<file path="src/design/ddw_pkg.sv">
// Shared types, widths and calendar tables for the date difference block.
// No dependencies; imported by every module of the block.
`default_nettype none

package ddw_pkg;

	localparam int DAY_W     = 5;
	localparam int MONTH_W   = 4;
	localparam int YEAR_W    = 14;
	localparam int DNUM_W    = 23;   // closed-form day number for years up to 16383
	localparam int DAYS_W    = 22;
	localparam int WDAY_W    = 3;
	localparam int Q100_W    = 8;    // year / 100 fits in 8 bits
	localparam int ZSUM_W    = 11;   // Zeller sum before mod 7
	localparam int IN_DATA_W = 48;
	localparam int OUT_DATA_W = 32;

	// reciprocal of 100 scaled by 2^19, exact for 14-bit dividends
	localparam int RECIP100      = 5243;
	localparam int RECIP100_SHR  = 19;
	localparam int RECIP100_PW   = YEAR_W + 13;

	// 2^16/7 rounded up; exact for sums below 2^11
	localparam int RECIP7     = 9363;
	localparam int RECIP7_SHR = 16;
	localparam int RECIP7_PW  = ZSUM_W + 14;

	localparam logic [MONTH_W-1:0] MONTH_JAN = 4'd1;
	localparam logic [MONTH_W-1:0] MONTH_FEB = 4'd2;
	localparam logic [MONTH_W-1:0] MONTH_MAR = 4'd3;
	localparam logic [MONTH_W-1:0] MONTH_DEC = 4'd12;

	typedef struct packed {
		logic en_s1;
		logic en_s2;
	} pipe_ctrl_t;

	typedef struct packed {
		logic                  valid;
		logic [DNUM_W-1:0]     day_num;
		logic [ZSUM_W-1:0]     zsum;
	} lane_out_t;

	// length of month; zero for codes that are no month, so the date fails
	function automatic logic [DAY_W-1:0] month_len(input logic [MONTH_W-1:0] m,
			input logic leap);
		logic [DAY_W-1:0] len;
		unique case (m)
			4'd1, 4'd3, 4'd5, 4'd7, 4'd8, 4'd10, 4'd12: len = 5'd31;
			4'd4, 4'd6, 4'd9, 4'd11:                   len = 5'd30;
			4'd2:                                       len = leap ? 5'd29 : 5'd28;
			default:                                    len = 5'd0;
		endcase
		return len;
	endfunction

	// (153*mm + 2) / 5 with March as month zero
	function automatic logic [8:0] month_offset(input logic [MONTH_W-1:0] m);
		logic [8:0] off;
		unique case (m)
			4'd3:    off = 9'd0;
			4'd4:    off = 9'd31;
			4'd5:    off = 9'd61;
			4'd6:    off = 9'd92;
			4'd7:    off = 9'd122;
			4'd8:    off = 9'd153;
			4'd9:    off = 9'd184;
			4'd10:   off = 9'd214;
			4'd11:   off = 9'd245;
			4'd12:   off = 9'd275;
			4'd1:    off = 9'd306;
			4'd2:    off = 9'd337;
			default: off = 9'd0;
		endcase
		return off;
	endfunction

	// Zeller month term 13*(mm+1)/5, Jan and Feb counted as months 13 and 14
	function automatic logic [5:0] zeller_month(input logic [MONTH_W-1:0] m);
		logic [5:0] t;
		unique case (m)
			4'd1:    t = 6'd36;
			4'd2:    t = 6'd39;
			4'd3:    t = 6'd10;
			4'd4:    t = 6'd13;
			4'd5:    t = 6'd15;
			4'd6:    t = 6'd18;
			4'd7:    t = 6'd20;
			4'd8:    t = 6'd23;
			4'd9:    t = 6'd26;
			4'd10:   t = 6'd28;
			4'd11:   t = 6'd31;
			4'd12:   t = 6'd33;
			default: t = 6'd0;
		endcase
		return t;
	endfunction

	// floor(v / 100) for v below 2^14
	function automatic logic [Q100_W-1:0] div100(input logic [YEAR_W-1:0] v);
		logic [RECIP100_PW-1:0] p;
		p = RECIP100_PW'(v) * RECIP100_PW'(RECIP100);
		return Q100_W'(p >> RECIP100_SHR);
	endfunction

endpackage

`default_nettype wire

</file>
<file path="src/design/ddw_lane.sv">
// One date lane: validity check, closed-form day number and Zeller sum.
// Two pipeline stages; depends on ddw_pkg.
`default_nettype none

module ddw_lane import ddw_pkg::*; (
	input  wire logic                 clk,
	input  wire pipe_ctrl_t           ctrl,
	input  wire logic [DAY_W-1:0]     day,
	input  wire logic [MONTH_W-1:0]   month,
	input  wire logic [YEAR_W-1:0]    year,
	output lane_out_t                 lane_out
);

	logic [YEAR_W-1:0]  yy;
	logic [DAY_W-1:0]   d_s1;
	logic [MONTH_W-1:0] m_s1;
	logic [YEAR_W-1:0]  y_s1;
	logic [YEAR_W-1:0]  yy_s1;
	logic [Q100_W-1:0]  qy_s1;
	logic [Q100_W-1:0]  qyy_s1;
	logic [DNUM_W-1:0]  yy365_s1;

	logic [6:0]         ry;
	logic [6:0]         k;
	logic               leap;
	logic               date_ok;
	logic [DNUM_W-1:0]  day_num;
	logic [ZSUM_W-1:0]  zsum;

	// Jan and Feb belong to the previous year in both formulas
	assign yy = (month < MONTH_MAR) ? year - 14'd1 : year;

	always_ff @(posedge clk) begin
		if (ctrl.en_s1) begin
			d_s1     <= day;
			m_s1     <= month;
			y_s1     <= year;
			yy_s1    <= yy;
			qy_s1    <= div100(year);
			qyy_s1   <= div100(yy);
			yy365_s1 <= DNUM_W'(yy) * DNUM_W'(365);
		end
	end

	always_comb begin
		ry   = 7'(y_s1 - YEAR_W'(qy_s1) * YEAR_W'(100));
		k    = 7'(yy_s1 - YEAR_W'(qyy_s1) * YEAR_W'(100));
		leap = (y_s1[1:0] == 2'd0) && ((ry != 7'd0) || (qy_s1[1:0] == 2'd0));
		date_ok = (y_s1 != '0) && (d_s1 != '0) && (d_s1 <= month_len(m_s1, leap));
		day_num = yy365_s1 + DNUM_W'(yy_s1 >> 2) - DNUM_W'(qyy_s1)
			+ DNUM_W'(qyy_s1 >> 2) + DNUM_W'(month_offset(m_s1))
			+ DNUM_W'(d_s1) - DNUM_W'(1);
		zsum = ZSUM_W'(d_s1) + ZSUM_W'(zeller_month(m_s1)) + ZSUM_W'(k)
			+ ZSUM_W'(k >> 2) + ZSUM_W'(qyy_s1 >> 2) + ZSUM_W'(qyy_s1) * ZSUM_W'(5);
	end

	always_ff @(posedge clk) begin
		if (ctrl.en_s2) begin
			lane_out.valid   <= date_ok;
			lane_out.day_num <= day_num;
			lane_out.zsum    <= zsum;
		end
	end

endmodule

`default_nettype wire

</file>
<file path="src/design/ddw_merge.sv">
// Merge stage: day count from the two lanes, saturation, weekdays mod 7.
// One register stage; depends on ddw_pkg.
`default_nettype none

module ddw_merge import ddw_pkg::*; (
	input  wire logic               clk,
	input  wire logic               en_s3,
	input  wire lane_out_t          start_lane,
	input  wire lane_out_t          end_lane,
	output logic                    dates_valid_s3,
	output logic [DAYS_W-1:0]       days_between_s3,
	output logic [WDAY_W-1:0]       start_weekday_s3,
	output logic [WDAY_W-1:0]       end_weekday_s3
);

	logic               both_ok;
	logic [DNUM_W-1:0]  diff;
	logic [DAYS_W-1:0]  days;

	function automatic logic [WDAY_W-1:0] mod7(input logic [ZSUM_W-1:0] x);
		logic [RECIP7_PW-1:0] p;
		logic [ZSUM_W-1:0]    q;
		p = RECIP7_PW'(x) * RECIP7_PW'(RECIP7);
		q = ZSUM_W'(p >> RECIP7_SHR);
		return WDAY_W'(x - q * ZSUM_W'(7));
	endfunction

	always_comb begin
		both_ok = start_lane.valid && end_lane.valid;
		diff    = (end_lane.day_num > start_lane.day_num)
			? end_lane.day_num - start_lane.day_num : '0;
		days    = diff[DNUM_W-1] ? '1 : diff[DAYS_W-1:0];
	end

	always_ff @(posedge clk) begin
		if (en_s3) begin
			dates_valid_s3   <= both_ok;
			days_between_s3  <= both_ok ? days : '0;
			start_weekday_s3 <= both_ok ? mod7(start_lane.zsum) : '0;
			end_weekday_s3   <= both_ok ? mod7(end_lane.zsum) : '0;
		end
	end

endmodule

`default_nettype wire

</file>
<file path="src/design/date_difference_and_weekday_top.sv">
// Top level of the date difference and weekday block: stream ports,
// pipeline valid tracking, two ddw_lane instances and ddw_merge.
`default_nettype none

// Each request carries a start and an end Gregorian date. Both are checked
// (year 1 or more, month 1..12, day within the month with the leap rule);
// the result gives the day count from start to end (0 when the end is not
// later, saturating at the 22-bit maximum), and each date's weekday with
// 0 = Saturday. A request that holds an invalid date yields tuser = 0 and
// all-zero tdata. The block takes one request per clock unless m_tready
// stalls a full pipeline: one date lane per date runs two stages
// (reciprocal divides by 100, then day number and Zeller sum), and the merge
// stage registers the difference and the mod-7 weekdays. Each stage holds
// only while its successor is full and stalled, so requests keep flowing
// into empty stages while a finished result waits on the output.

module date_difference_and_weekday_top import ddw_pkg::*; (
	input  wire logic                    clk,
	input  wire logic                    arst_n,
	input  wire logic                    s_tvalid,
	output logic                         s_tready,
	// [4:0] start_day, [8:5] start_month, [22:9] start_year,
	// [27:23] end_day, [31:28] end_month, [45:32] end_year, [47:46] zero
	input  wire logic [IN_DATA_W-1:0]    s_tdata,
	output logic                         m_tvalid,
	input  wire logic                    m_tready,
	// [21:0] days_between, [24:22] start_weekday, [27:25] end_weekday, [31:28] zero
	output logic [OUT_DATA_W-1:0]        m_tdata,
	// [0] dates_valid
	output logic                         m_tuser
);

	logic        v_s1_q, v_s2_q, v_s3_q;
	logic        en_s1, en_s2, en_s3;
	pipe_ctrl_t  lane_ctrl;
	lane_out_t   start_lane, end_lane;
	logic              dates_valid_s3;
	logic [DAYS_W-1:0] days_between_s3;
	logic [WDAY_W-1:0] start_weekday_s3;
	logic [WDAY_W-1:0] end_weekday_s3;

	assign en_s3 = !v_s3_q || m_tready;
	assign en_s2 = !v_s2_q || en_s3;
	assign en_s1 = !v_s1_q || en_s2;
	assign s_tready = en_s1;
	assign lane_ctrl = '{en_s1: en_s1, en_s2: en_s2};

	always_ff @(posedge clk or negedge arst_n) begin
		if (!arst_n) begin
			v_s1_q <= 1'b0;
			v_s2_q <= 1'b0;
			v_s3_q <= 1'b0;
		end else begin
			if (en_s1) v_s1_q <= s_tvalid;
			if (en_s2) v_s2_q <= v_s1_q;
			if (en_s3) v_s3_q <= v_s2_q;
		end
	end

	ddw_lane u_start_lane (
		.clk      (clk),
		.ctrl     (lane_ctrl),
		.day      (s_tdata[4:0]),
		.month    (s_tdata[8:5]),
		.year     (s_tdata[22:9]),
		.lane_out (start_lane)
	);

	ddw_lane u_end_lane (
		.clk      (clk),
		.ctrl     (lane_ctrl),
		.day      (s_tdata[27:23]),
		.month    (s_tdata[31:28]),
		.year     (s_tdata[45:32]),
		.lane_out (end_lane)
	);

	ddw_merge u_merge (
		.clk              (clk),
		.en_s3            (en_s3),
		.start_lane       (start_lane),
		.end_lane         (end_lane),
		.dates_valid_s3   (dates_valid_s3),
		.days_between_s3  (days_between_s3),
		.start_weekday_s3 (start_weekday_s3),
		.end_weekday_s3   (end_weekday_s3)
	);

	assign m_tvalid = v_s3_q;
	assign m_tuser  = dates_valid_s3;
	assign m_tdata  = {4'd0, end_weekday_s3, start_weekday_s3, days_between_s3};

`ifndef SYNTHESIS
	a_empty_out_accepts: assert property (@(posedge clk) disable iff (!arst_n)
		!m_tvalid |-> s_tready)
		else $error("output empty but request not accepted");

	a_accept_fills_s1: assert property (@(posedge clk) disable iff (!arst_n)
		(s_tvalid && s_tready) |=> v_s1_q)
		else $error("accepted request lost before first stage");

	a_invalid_zero: assert property (@(posedge clk) disable iff (!arst_n)
		(m_tvalid && !m_tuser) |-> (m_tdata == '0))
		else $error("invalid date result carries nonzero data");

	a_weekday_range: assert property (@(posedge clk) disable iff (!arst_n)
		(m_tvalid && m_tuser) |-> ((start_weekday_s3 != 3'd7) && (end_weekday_s3 != 3'd7)))
		else $error("weekday out of range");
`endif

endmodule

`default_nettype wire
</file>
<file path="config.mk">
export PLATFORM = sky130hd
export DESIGN_NAME = date_difference_and_weekday_top
export DESIGN_NICKNAME = d
export VERILOG_FILES = /design/src/design/ddw_pkg.sv /design/src/design/ddw_lane.sv /design/src/design/ddw_merge.sv /design/src/design/date_difference_and_weekday_top.sv
export SDC_FILE = /design/constraint.sdc
export NUM_CORES = 2
export LEC_CHECK = 0
export BUFFER_PORTS_ARGS = -buffer_cell sky130_fd_sc_hd__buf_4
export CAP_MARGIN = 20
export CORE_MARGIN = 2
export CORE_UTILIZATION = 50
export DETAILED_ROUTE_END_ITERATION = 6
export GPL_TIMING_DRIVEN = 0
export PLACE_DENSITY = 0.78
export SYNTH_ARGS = -nofsm -noshare
export SYNTH_HDL_FRONTEND = slang
export SYNTH_SLANG_ARGS = --single-unit
</file>
<file path="constraint.sdc">
create_clock -name clk -period 7.75 [get_ports clk]
set_input_delay 2.325 -clock clk [delete_from_list [all_inputs] [get_ports clk]]
set_output_delay 2.325 -clock clk [all_outputs]
set_load 0.02 [all_outputs]
</file>
# == Word-level counts from Yosys, hierarchy flattened ==
# Memory sizes are Yosys's and may differ from the RTL's. A register that Yosys moved wholly into a read port is not among the register bits.
# Index checks and enable logic that the tools add are counted.
# word_totals
register_bits,254
romBits,480
n_memories,4
# mem_list
memory,depth,word_bits,read_ports,rd_ports_with_merged_regs,wr,line_no,rtl
(no name shown),16,9,1,1,0,ddw_pkg.sv:60,unique case (m)
(no name shown),16,9,1,1,0,ddw_pkg.sv:60,
(no name shown),16,6,1,1,0,ddw_pkg.sv:81,unique case (m)
(no name shown),16,6,1,1,0,ddw_pkg.sv:81,
# op_classes
addsub,31
multipliers,16
order_cmp,5
n_eq_ne,24
mux,12
reduce_logical,29
# op_table
operator,n
$mul A14 B13 Y27 const B,4
$mul A11 B14 Y25 const B,2
$add A23 B12 Y23,2
$add A23 B5 Y23,2
$add A23 B6 Y23,2
$add A23 B9 Y23,2
$mul A14 B9 Y23 const B,2
$sub A23 B1 Y23 const B,2
$sub A23 B8 Y23,2
$eq A4 B4 Y1 const B,10
$eq A4 B3 Y1 const B,8
$mul A8 B5 Y5 const B,4
$pmux W5 S3,2
$mux W14,2
$reduce_bool A14 Y1,2
$sub A14 B1 Y14 const B,2
$sub A7 B7 Y7,4
$gt A23 B23 Y1,1
$mux W23,1
$sub A23 B23 Y23,1
$add A11 B11 Y11,2
$add A11 B5 Y11,2
$add A11 B6 Y11,2
$add A11 B7 Y11,2
19 further kinds,52

# == Depth between registers and ports, before layout ==
# logic_depth
word_depth,9
depth_mapped,31
mapped_depth_nobuf,31

# == Cells and area by module ==
# A second synthesis with hierarchy kept.
# unflattened
hier_cells,3809
area_unflattened_um2,39494.1
# by_module_without_submodules
mod,n_inst,cells_each,area_per_inst_um2,seq_area_each_um2
ddw_lane at u_start_lane,1,1648,17017.6,3443.3
ddw_lane at u_end_lane,1,1572,16682.2,3443.3
ddw_merge,1,574,5634.2,870.8
date_difference_and_weekday_top,1,15,160.2,75.1

# == Worst setup path after synthesis ==
# No wires, ideal clock.
# synth_path
path_kind,input to register
from,input s_tdata[33]
to,register u_end_lane.qyy_s1[7] (data pin)
setup_time_ns,0.260
t_arrival_ns,8.197
required_time_ns,7.490
path_slack_ns,-0.707
path_stages,27
cell_sequence,inv_1 ha_1 nand2_1 a21boi_0 o21ai_0 a21oi_1 and2_1 xnor2_1 ha_1 fa_1 inv_1 fa_1 inv_1 fa_1 inv_1 fa_1 inv_1 ha_1 a21o_1 a21o_1 a21oi_1 o21ai_1 a221oi_2 o21ai_1 a211o_1 a21oi_1 xnor2_1
# synth_via
elab_chain_cells,3
# synth_rtl
item,line_no,rtl
"start, declared",date_difference_and_weekday_top.sv:24,"input wire logic [IN_DATA_W-1:0] s_tdata,"
$sub A14 B1 Y14,ddw_lane.sv:31,assign yy = (month < MONTH_MAR) ? year - 14'd1 : year;
$mux W14,ddw_lane.sv:31,
named net u_end_lane.yy[12],ddw_lane.sv:14,logic [YEAR_W-1:0] yy;
$mul A14 B13 Y27,ddw_pkg.sv:102,p = RECIP100_PW'(v) * RECIP100_PW'(RECIP100);
"end signal, assigned",ddw_lane.sv:40,qyy_s1 <= div100(yy);
"end, declared",ddw_lane.sv:20,logic [Q100_W-1:0] qyy_s1;
# The timed path passes the listed nets, and every way through them passes these cells.
# A chain may end at the register's enable or synchronous reset.

# == Worst setup path in the final report ==
# layout_path
from,input s_tdata[11]
to,register u_start_lane.qyy_s1[3] (data pin)
# layout_via
elab_chain_cells,3
# layout_rtl
item,line_no
$sub A14 B1 Y14,ddw_lane.sv:31
$mux W14,ddw_lane.sv:31
named net u_start_lane.yy[10],ddw_lane.sv:14
$mul A14 B13 Y27,ddw_pkg.sv:102
"end signal, assigned",ddw_lane.sv:40
"end, declared",ddw_lane.sv:20
# The timed path passes the listed nets, and every way through them passes these cells.

==> impl_metrics.json <==
{
  "hold_ws_ns": 0.4781,
  "cts_made_buffers": 34,
  "setup_viol": 3,
  "h-tree-depth": 2,
  "cts_tree": "built",
  "fill_cells": 6198,
  "wirelength_um": 80070,
  "period_share": 1.013,
  "drt-pass1-iter-count": 6,
  "cp-startpoint": "s_tdata[11]",
  "worstPathRequired_ns": 8.04,
  "slew_violations": 0,
  "cts.path.max_buffers": 3,
  "max_slew.worst_pin.slew_ns": 1.045,
  "ys_ff_latch": 270,
  "antenna_found_initial": 5,
  "outcome": "finished with violations",
  "ant_nets": 0,
  "fmax_ghz": 0.1274,
  "synth-edff-count": 241,
  "worst_setup_path_start_kind": "input port",
  "root_buffer": "clkbuf_16",
  "n_antenna_cell": 0,
  "vias": 25524,
  "mostFrequentLayoutCells": "inv_1, ha_1, fa_1",
  "nNetsFinal": 5257,
  "hpwl_um": 64840,
  "synth.avg_cell_area_um2": 10.43,
  "holdPathStages": 1,
  "cts.sinks": 270,
  "hold_violations": 0,
  "cp_data_arrival_time_ns": 8.14,
  "drcViolationCount": 0,
  "r2r_slack_ns": 1.57,
  "slowest_delay_ns": 0.53,
  "crit_slowest_cell": "fa_1",
  "critical_path.top_delay_family": "adder cells",
  "synth_cells": 3687,
  "grt_max_degree": 81,
  "r2r_end": "u_merge.start_weekday_s3[2]",
  "die_y_um": 281.4,
  "start_util": 0.5057,
  "avgRoutedWirePerCell_um": 16.12,
  "dieWidth_um": 281.4,
  "place.gp.congestion": 0.9173,
  "yosys_warnings": 0,
  "async_reset_ff_frac": 0.01111,
  "io_pins": 87,
  "yosys_most_used_dff": "edfxtp_1",
  "first_global_vias": 26586,
  "seq_area_frac_synth": 0.2036,
  "io_buffers": 80,
  "holdPathEnd": "v_s2_q",
  "rsz0062_at_grt": "true",
  "clk_latency_ns": 0.56,
  "core_area_mm2": 0.07608,
  "synth_cell_types": 77,
  "min_period_ns": 7.852,
  "grt_util_all_layers": 0.2039,
  "fin_ws_ns": -0.1018,
  "drv_cap": 0,
  "syn_to_final_growth_pct": 13.32,
  "netlist_area_mm2": 0.03847,
  "grt_pass1_wl_um": 129000,
  "hold_path.class": "register to register",
  "dieArea_mm2": 0.07917,
  "fp-row-count": 101,
  "dr.first_iter.drc_count": 1469,
  "finClkSkew_ns": 0.03725,
  "vias_per_cell": 5.139,
  "r2r-start": "u_start_lane.lane_out[9]",
  "grt_overflow": 0,
  "reg2reg_depth": 23,
  "path_buf_inv": 10,
  "drive_above_1_share": 0.1097,
  "clk_pin_slew_ns": 0.06,
  "violations": "setup timing",
  "worstSetupPathType": "input port to register",
  "path_max_fanout": 5,
  "slew_headroom": 0.3024,
  "hp-start": "v_s1_q",
  "end_kind": "register",
  "final_common_cell": "inv_1"
}
[cells in the mapped netlist, types with 9 or more instances]
cell,instances,area [um^2]
o22ai_1,10,62.56
o31ai_1,9,67.56
and2_1,9,56.30
xor2_1,46,402.9
nand3_1,41,205.2
mux2i_1,10,100.1
ha_1,826,10330
dfxtp_1,26,520.5
nor2b_1,26,162.7
inv_1,1039,3900
a21oi_1,141,705.7
nor4_1,11,68.82
o211ai_1,10,75.07
nand2b_1,23,143.9
o21ai_1,15,75.07
o21ai_0,46,230.2
xnor2_1,184,1612
nand2_1,91,341.6
and3_1,26,162.7
a31oi_1,9,56.30
edfxtp_1,241,7237
or3_1,9,56.30
nor2_1,95,356.6
nand4_1,16,100.1
o21bai_1,28,210.2
a21o_1,64,480.5
o21a_1,19,142.6
fa_1,468,9369
a211oi_1,14,105.1
nor3_1,31,155.2
[kinds of logic (layout without fill, tap and decap cells)]
logic type               after synthesis  count (layout)  share of synthesized area
other                                  1               4                 0.00009748
XOR/XNOR                             230             230                    0.05236
buffers and inverters               1051            1298                     0.1031
flip-flops                           270             270                     0.2036
AND/OR/NAND/NOR                      397             397                    0.05083
adder cells (fa/ha/maj)             1295            1295                     0.5124
AO/OA/AOI/OAI                        429             429                    0.07321
multiplexers                          14              14                   0.004358
[registers in the layout (all words and copies together), names as in the netlist, 3 cells and up, named ones only]
register	flops
u_end_lane.d_s1	5
u_end_lane.yy365_s1	23
u_end_lane.yy_s1	12
u_start_lane.yy365_s1	23
u_end_lane.lane_out	35
u_start_lane.d_s1	5
u_merge.days_between_s3	22
u_merge.start_weekday_s3	3
u_end_lane.m_s1	4
u_start_lane.lane_out	35
u_end_lane.y_s1	14
u_start_lane.m_s1	4
u_start_lane.y_s1	14
u_end_lane.qyy_s1	8
u_end_lane.qy_s1	5
u_start_lane.yy_s1	12
u_start_lane.qy_s1	5
u_start_lane.qyy_s1	8
u_merge.end_weekday_s3	3
[layout make-up]
type,count,area (um^2),share of cell area
clock inverters,17,212.7,0.004879
flip-flops and latches,270,7833,0.1797
clock buffers,45,933.4,0.02141
inverters,1039,3965,0.09095
plain buffers,12,76.32,0.001751
multi-input cells,2369,27770,0.6370
well taps,1030,1289,0.02956
repair buffers,185,1515,0.03476
[worst register-to-register path, stage by stage, from the launching register on]
cell and delay (ns):
edfxtp_1 0.41, inv_1 0.06, ha_1 0.30, fa_1 0.46, fa_1 0.49, inv_1 0.05, fa_1 0.37, ha_1 0.31
ha_1 0.27, o21a_1 0.18, o21ai_0 0.20, a211oi_1 0.09, o31ai_1 0.33, a31oi_1 0.23, a31oi_1 0.36, ha_1 0.22
inv_1 0.05, fa_1 0.41, xnor2_1 0.20, xnor2_1 0.11, xnor2_1 0.33, nor4_1 0.09, a311oi_1 0.27, o211ai_1 0.12
[how the worst max path moves through the flow]
stage	to	slack [ns]	cells after the start
after floorplan	u_end_lane.qyy_s1[7]	-0.11	27
after global placement	u_start_lane.qyy_s1[7]	-1.61	22
after detailed placement	u_start_lane.qyy_s1[7]	-1.70	22
after CTS	u_start_lane.qyy_s1[7]	-0.02	28
after global routing	u_end_lane.qyy_s1[7]	-0.27	30
final	u_start_lane.qyy_s1[3]	-0.10	31
[stage by stage]
stage | instances | instance area, um^2 | setup TNS (ns) | setup WS [ns] | util
6_report | 4967 | 43590 | -0.1851 | -0.1018 | 0.5730
5_1_grt | 4967 | 43590 | -1.542 | -0.2683 | 0.5730
4_1_cts | 4901 | 42620 | -0.02127 | -0.02127 | 0.5602
3_5_place_dp | 4803 | 40910 | -37.29 | -1.697 | 0.5378
3_3_place_gp | 4800 | 40860 | -35.83 | -1.614 | 0.5371
2_1_floorplan | 3690 | 38970 | -0.1865 | -0.1099 | -
[metal layers]
layer | global-route usage | share of wire | up-vias
met5 | 0 | 0.00034 | -
met4 | 0.05346 | 0.026 | 4
met3 | 0.03472 | 0.051 | 150
met2 | 0.3492 | 0.48 | 552
met1 | 0.2676 | 0.44 | 12476
li1 | - | - | 12342
[timing repair]
action,4_1_cts,5_1_grt
hold endpoints to repair,0,0
hold buffers,0,0
setup endpoints to repair,30,26
gates resized for setup,50,107
buffers inserted,36,67
pin swaps,25,80
Power is not shown: default switching activity piles up to over one toggle a cycle in this logic, so the estimate is an artifact.
